$ cat src/rtl/osm_pkg.sv
// Shared types and constants for the order-statistic multiset.
package osm_pkg;

    localparam int CAPACITY_DEF = 1024;
    localparam int DW = 32;

    typedef enum logic [2:0] {
        K_INSERT = 3'd0,
        K_DELETE = 3'd1,
        K_RANK   = 3'd2,
        K_SELECT = 3'd3,
        K_PRED   = 3'd4,
        K_SUCC   = 3'd5
    } kind_t;

    typedef enum logic [1:0] {
        ST_OK    = 2'd0,
        ST_NONE  = 2'd1,
        ST_FULL  = 2'd2,
        ST_RANGE = 2'd3
    } status_t;

    typedef enum logic [1:0] {
        S_IDLE,
        S_CMP,
        S_EXEC
    } state_t;

    typedef struct packed {
        logic                 cmp;
        logic                 ins;
        logic                 del;
        logic signed [DW-1:0] v;
    } ctl_t;

endpackage

$ cat src/rtl/osm_cell.sv
// One storage cell of the sorted chain: value, valid bit and compare flags.
module osm_cell (
    input  logic                         clk,
    input  logic                         rst_n,
    input  osm_pkg::ctl_t                ctl,
    input  logic signed [osm_pkg::DW-1:0] left_val,
    input  logic                         left_valid,
    input  logic                         left_le,
    input  logic signed [osm_pkg::DW-1:0] right_val,
    input  logic                         right_valid,
    output logic signed [osm_pkg::DW-1:0] val,
    output logic                         valid,
    output logic                         lt,
    output logic                         le
);

    logic signed [osm_pkg::DW-1:0] val_reg, val_next;
    logic valid_reg, valid_next, lt_reg, lt_next, le_reg, le_next;

    always_comb
    begin
        val_next   = val_reg;
        valid_next = valid_reg;
        lt_next    = lt_reg;
        le_next    = le_reg;
        if (ctl.cmp)
        begin
            lt_next = valid_reg && (val_reg < ctl.v);
            le_next = valid_reg && (val_reg <= ctl.v);
        end
        else if (ctl.ins && !le_reg)
        begin
            if (left_le)
            begin
                val_next   = ctl.v;
                valid_next = 1'b1;
            end
            else
            begin
                val_next   = left_val;
                valid_next = left_valid;
            end
        end
        else if (ctl.del && !lt_reg)
        begin
            val_next   = right_val;
            valid_next = right_valid;
        end
    end

    always_ff @(posedge clk or negedge rst_n)
    begin
        if (!rst_n)
        begin
            valid_reg <= 1'b0;
            lt_reg    <= 1'b0;
            le_reg    <= 1'b0;
        end
        else
        begin
            valid_reg <= valid_next;
            lt_reg    <= lt_next;
            le_reg    <= le_next;
        end
    end

    always_ff @(posedge clk)
    begin
        val_reg <= val_next;
    end

    assign val   = val_reg;
    assign valid = valid_reg;
    assign lt    = lt_reg;
    assign le    = le_reg;

endmodule

$ cat config.mk
export PLATFORM = sky130hd
export DESIGN_NAME = osm_cell
export DESIGN_NICKNAME = d
export VERILOG_FILES = /design/src/rtl/osm_pkg.sv /design/src/rtl/osm_cell.sv
export SDC_FILE = /design/constraint.sdc
export NUM_CORES = 1
export LEC_CHECK = 0
export ABC_AREA = 1
export BUFFER_PORTS_ARGS = -buffer_cell sky130_fd_sc_hd__buf_2
export CAP_MARGIN = 20
export CORE_ASPECT_RATIO = 1.2
export CORE_MARGIN = 1.5
export CORE_UTILIZATION = 49
export CTS_BUF_LIST = sky130_fd_sc_hd__clkbuf_16
export DETAILED_ROUTE_END_ITERATION = 8
export PLACE_DENSITY = 0.94
export SYNTH_ARGS = -nofsm -noshare
export SYNTH_HDL_FRONTEND = slang
export SYNTH_SLANG_ARGS = --single-unit
$ cat constraint.sdc
create_clock -name clk -period 3.9 [get_ports clk]
set_input_delay 0.195 -clock clk [delete_from_list [all_inputs] [get_ports clk]]
set_output_delay 0.195 -clock clk [all_outputs]
set_load 0.02 [all_outputs]
==> flow_summary.ini, run 1 <==
[pwr]
clkPwrFrac_pct = 25.4
p_per_area_nw_per_um2 = 420
seqPwrFrac_pct = 36.1
power.internal_uw = 944
switching_share_pct = 36.5
vdd_drop_max_v = 0.000261
switching_power_uw = 542
power.leakage_nw = 1.88
comb_power_share_pct = 38.5

[setup_path]
crit_top_cell = nand2_1
crit_cells = 10
r2r_slack_ns = 2.12
critPathSlowestCell = edfxtp_1
critPathMaxStageDelay_ns = 0.39
endpoint_kind = register
cp_max_fo = 4
timing.rr.end = lt
start_kind = register
r2r_cells = 10
r2r-start = val[31]
cpLargestDelayFamily = simple AND/OR/NAND/NOR gates
path_cells = ha_1 -> nand2_1 -> nor2_2 -> nand2_2 -> nor4_4 -> nand2_1 -> nand2_1 -> nand2_1 -> nand3_2 -> nand2_1
critPathLaunch = val[31]
crit_type = reg2reg
worstPathArrival_ns = 1.94
required_ns = 4.06
path_buf_inv = 0

[cells_and_area]
final_cells = 534
nets = 607
layout-drive-gt1-share_pct = 33.7
largest_reg_flops = 32
diodes = 0
areaGrowthSynthToFinish_pct = 34.3
fillerInstances = 443

[synthesis]
synth_top_cell_area_share_pct = 36.5
yosysSeqAreaShare_pct = 39.4
synth_common_cells = a21oi_1, nand2_1, inv_1
avgSynthCellArea_um2 = 7.83
synth_edf_count = 32
synth_flop_cell = edfxtp_1
synth_area_leaders = edfxtp_1, ha_1, a21oi_1
synth_cell_types = 28
synth.ff_latch_count = 35
async_flop_share_pct = 8.57
yosysMostFrequentCell = a21oi_1
yosysWarnings = 0
syn-cell-area_um2 = 2630
syn-num-nets = 472
synth_top_area_cell = edfxtp_1
syn-instance-count = 336

[cts]
root_buffer = clkbuf_16
cts_buffers = 5
clk_latency_ns = 0.27
tritoncts = yes
cts.sinks = 35
cts.clk_slew.worst_paths_ns = 0.06
clock_path_buffers = 2
cts_setup_buffers = 0
cts_resized = 0
ctsHoldBuffers = 1
htree_levels = 2

[sta]
skew_ns = 0.00416
finalSetupViolCount = 0
fin_ws_ns = 2.12
tns_ns = 0
min_period_over_period_pct = 45.6
maxSlewHeadroom_pct = 57.9
slew_viol_final = 0
rsz0062_at_grt = false
worst_pin_slew_ns = 0.631
final_hold_viol_count = 0
min_period_ns = 1.78
max_freq_ghz = 0.562

[global_route]
grt_max_degree = 36
grt_pass1_wl_um = 12000
grt_pass1_vias = 2867
overflow = 0
antenna_found_initial = 0
grt_usage_pct = 25.2

[place]
place_ws_ns = 1.83
gp_congestion = 0.773
placed_cells_incl_taps = 524
port_buffers = 138
post-dp-hpwl_um = 5630

[flow_run]
cap_violations = 0

[routing]
routedWlPerCell_um = 14.0
vias = 2851
postRouteAntennaNets = 0
routed_wl_um = 7480
drtIter0Drc = 190
viasPerCell = 5.34
drc = 0
firstDrtPassIters = 5

[die]
num_rows = 29
core-area_um2 = 5230
die_w_um = 69.9
die-area_um2 = 5820
initial_utilization_pct = 50.4
ios = 139
die_h_um = 83.3

[min_path]
min_from = right_valid
hold_path_depth = 3
hold_class = in2reg
holdPathEnd = valid

[run_status]
status = finished, final reports clean
## area by class of cell
cell class	instances	area [um2]	area share, %
timing repair buffer	141	728	20.6
multi-input combinational	242	1380	39.2
clock buffer	5	125	3.54
inverter	46	173	4.88
clock inverter	3	11.3	0.319
tap	62	77.6	2.19
sequential	35	1040	29.3
## layout by cell type, fill, tap and decap left out, types with 2 or more instances in the layout
cell,n
buf_2,138
a21oi_1,77
nand2_1,70
inv_1,43
nor2_1,40
ha_1,32
edfxtp_1,32
clkbuf_16,5
inv_2,3
o21ai_0,3
clkinv_1,3
nand3_1,3
dfrtp_1,3
nand2_2,2
## worst register-to-register path, cell delays in order (launching register included)
cell and delay [ns]:
edfxtp_1 0.39, ha_1 0.37, nand2_1 0.12, nor2_2 0.14
nand2_2 0.08, nor4_4 0.20, nand2_1 0.12, nand2_1 0.07
nand2_1 0.06, nand3_2 0.07, nand2_1 0.05
## metal layers
metal	up-vias	wire (um)	track usage, %
li1	1388	-	-
met1	1310	2750	28.0
met2	129	4000	44.8
met3	24	473	5.58
met4	0	257	12.4
met5	-	0	0
## power by group through the flow
stage / registers, mW / logic, mW / clock network [mW]
2_1_floorplan: 0.620 / 0.289 / 0
3_3_place_gp: 0.543 / 0.533 / 0
3_5_place_dp: 0.546 / 0.561 / 0
4_1_cts: 0.538 / 0.564 / 0.383
5_1_grt: 0.544 / 0.635 / 0.397
6_report: 0.537 / 0.572 / 0.377
## through the flow
stage	hold slack, ns	total power, mW	instance area (um2)	util, %
CTS	0.184	1.49	3510	67.3
global placement	-0.00472	1.08	3370	64.5
floorplan	-0.101	0.909	2630	-
detailed placement	-0.00215	1.11	3370	64.5
finish	0.186	1.49	3530	67.6
global route	0.230	1.58	3530	67.6
## cell families (layout without fill, tap and decap cells)
| group | count (synthesis) | after routing | synth area share, % |
|---|---|---|---|
| compound gates | 87 | 87 | 17.2 |
| simple gates | 123 | 123 | 19.7 |
| buf+inv | 59 | 195 | 8.51 |
| fa+ha+maj | 32 | 32 | 15.2 |
| flops | 35 | 35 | 39.4 |
## worst max-delay path by stage
stage,end,slack [ns]
6_report,lt,2.12
5_1_grt,le,1.99
4_1_cts,val[19],1.82
3_5_place_dp,val[19],1.83
3_3_place_gp,val[13],1.92
2_1_floorplan,val[0],1.13
Note: power is estimated with default switching activity, not from simulation.
==> run 2, diff against run 1 <==
--- a/config.mk
+++ b/config.mk
@@ -5,15 +5,15 @@
 export SDC_FILE = /design/constraint.sdc
 export NUM_CORES = 1
 export LEC_CHECK = 0
-export ABC_AREA = 1
+export ABC_AREA = 0
 export BUFFER_PORTS_ARGS = -buffer_cell sky130_fd_sc_hd__buf_2
 export CAP_MARGIN = 20
 export CORE_ASPECT_RATIO = 1.2
 export CORE_MARGIN = 1.5
-export CORE_UTILIZATION = 49
+export CORE_UTILIZATION = 41
 export CTS_BUF_LIST = sky130_fd_sc_hd__clkbuf_16
 export DETAILED_ROUTE_END_ITERATION = 8
-export PLACE_DENSITY = 0.94
+export PLACE_DENSITY = 0.85
 export SYNTH_ARGS = -nofsm -noshare
 export SYNTH_HDL_FRONTEND = slang
 export SYNTH_SLANG_ARGS = --single-unit
==> constraint.sdc (replaced) <==
create_clock -name clk -period 1.5 [get_ports clk]
set_input_delay 0.075 -clock clk [delete_from_list [all_inputs] [get_ports clk]]
set_output_delay 0.075 -clock clk [all_outputs]
set_load 0.02 [all_outputs]
==> flow_summary.ini, run 2 <==
[run_status]
status = finished, violations left
violations = setup timing

[setup_path]
crit_top_cell = a211o_1
cpLargestDelayFamily = compound AO/OA/AOI/OAI gates
crit_type = reg2reg
r2r-start = val[5]
endpoint_kind = register
cp_max_fo = 2
critPathSlowestCell = edfxtp_1
path_cells = ha_4 -> a21oi_4 -> o21ai_2 -> a221o_1 -> a211o_1 -> a211o_1 -> nand3_1
path_buf_inv = 0
start_kind = register
critPathLaunch = val[5]
critPathMaxStageDelay_ns = 0.43
worstPathArrival_ns = 2.12
required_ns = 1.71

[sta]
max_freq_ghz = 0.522
final_hold_viol_count = 0
slew_viol_final = 0
min_period_over_period_pct = 128
rsz0062_at_grt = true
finalSetupViolCount = 2
maxSlewHeadroom_pct = 81.2
fin_hold_ws_ns = 0.0760
skew_ns = 0.00290
fin_ws_ns = -0.417
worst_pin_slew_ns = 0.279
min_period_ns = 1.92

[synthesis]
muxShareOfSynthArea_pct = 12.5
synth_top_cell_area_share_pct = 37.4
yosysSeqAreaShare_pct = 40.4
yosysMostFrequentCell = nand2_1
syn-instance-count = 272
async_flop_share_pct = 8.57
yosysWarnings = 0
synthXorXnorAreaFrac_pct = 0
syn-cell-area_um2 = 2570
synth_top_family_by_area = adder cells
avgSynthCellArea_um2 = 9.44
syn-num-nets = 408
synth_adder_area_share_pct = 15.6
synth-simple-area-share_pct = 11.6
synth_area_leaders = edfxtp_1, ha_1, mux2i_1
synth_common_cells = nand2_1, o21ai_0, inv_1
synth.ff_latch_count = 35
synth_top_area_cell = edfxtp_1
synth_flop_cell = edfxtp_1
synth_edf_count = 32
synth_cell_types = 27
synth_compound_area_share_pct = 13.2

[routing]
routedWlPerCell_um = 13.6
routed_wl_um = 6960
drc = 0
drtIter0Drc = 93
vias = 2575
viasPerCell = 5.03
postRouteAntennaNets = 0
firstDrtPassIters = 4

[global_route]
grt_max_degree = 39
overflow = 0
grt_pass1_vias = 2483
grt_usage_pct = 19.6
antenna_found_initial = 0
grt_pass1_wl_um = 10200

[cells_and_area]
register_area_um2 = 1040
stdcell_area_um2 = 3780
areaGrowthSynthToFinish_pct = 47.3
diodes = 0
largest_reg_flops = 32
layout_commonest_cell = buf_2
fillerInstances = 511
layout_common_cells = buf_2, nand2_1, o21ai_0
multiInputGateArea_um2 = 1460
layout-drive-gt1-share_pct = 41.6
nets = 565

[die]
die-area_um2 = 6750
num_rows = 31
die_h_um = 89.7
core-area_um2 = 6050
initial_utilization_pct = 42.4
die_w_um = 75.2
ios = 139

[cts]
cts.sinks = 35
cts.clk_slew.worst_paths_ns = 0.05
root_buffer = clkbuf_16
clock_path_buffers = 2
htree_levels = 2
tritoncts = yes
cts_buffers = 5
clk_latency_ns = 0.27

[place]
port_buffers = 138
post-dp-hpwl_um = 5380
gp_congestion = 0.778
placed_cell_area_um2 = 3530

[flow_run]
cap_violations = 0

[min_path]
hold_class = in2reg
min_from = right_val[22]

[pwr]
vdd_drop_max_v = 0.000464
p_per_area_nw_per_um2 = 992
power.leakage_nw = 1.95
-- run 2: final timing paths --
check	to	slack (ns)	cells past startpoint
setup / recovery	lt	-0.42	7
hold / removal	val[22]	0.08	3
setup reg to reg	lt	-0.42	7
hold reg to reg	lt	0.56	2
max in group asynchronous	le	1.21	2
min in group asynchronous	valid	0.18	2
-- run 2: power breakdown --
part           internal [mW]  total [mW]  switching (mW)
clock                  0.600       0.970           0.370
combinational          0.620        1.41           0.786
sequential              1.28        1.38          0.0962
-- run 2: stage by stage --
step	worst slack [ns]	setup TNS, ns	cells	utilization, %	total power, mW
finish	-0.417	-0.825	512	62.5	3.75
global route	-0.471	-0.936	512	62.5	3.99
CTS	-0.391	-0.770	510	61.2	3.72
detailed placement	-0.404	-0.806	499	58.3	2.73
global placement	-0.345	-0.689	499	58.3	2.67
floorplan	-0.417	-12.03	272	-	2.15
-- run 2: final cells by class --
cell class	count	share of cell area, %
Timing Repair Buffer	161	24.2
Inverter	34	3.37
Clock inverter	3	0.331
Tap cell	82	2.71
Clock buffer	5	3.31
Multi-Input combinational cell	192	38.7
Sequential cell	35	27.4
-- run 2: per-layer routing --
layer	up-vias	global-route usage, %	wire [um]
met5	-	0	0
met4	0	6.82	135
met3	16	3.91	395
met2	99	39.9	3840
met1	1171	19.1	2590
li1	1289	-	-
-- run 2: kinds of logic (layout without fill, tap and decap cells) --
kind of cell,Yosys count,after routing
AND/OR/NAND/NOR,67,67
adder cells (fa/ha/maj),32,32
multiplexers,32,32
AO/OA/AOI/OAI,61,61
buffers and inverters,45,203
flip-flops,35,35
-- run 2: timing repair --
action / in CTS / in global routing
buffers inserted: 2 / 2
endpoints found under the setup margin: 2 / 2
hold buffers: 1 / 0
gates resized for setup: 1 / 9
pin swaps: 5 / 3
hold endpoints to repair: 3 / 0
-- run 2: worst min-delay path, cell delays in order --
cell	delay [ns]
buf_2	0.07
nand2_1	0.03
o21ai_0	0.05
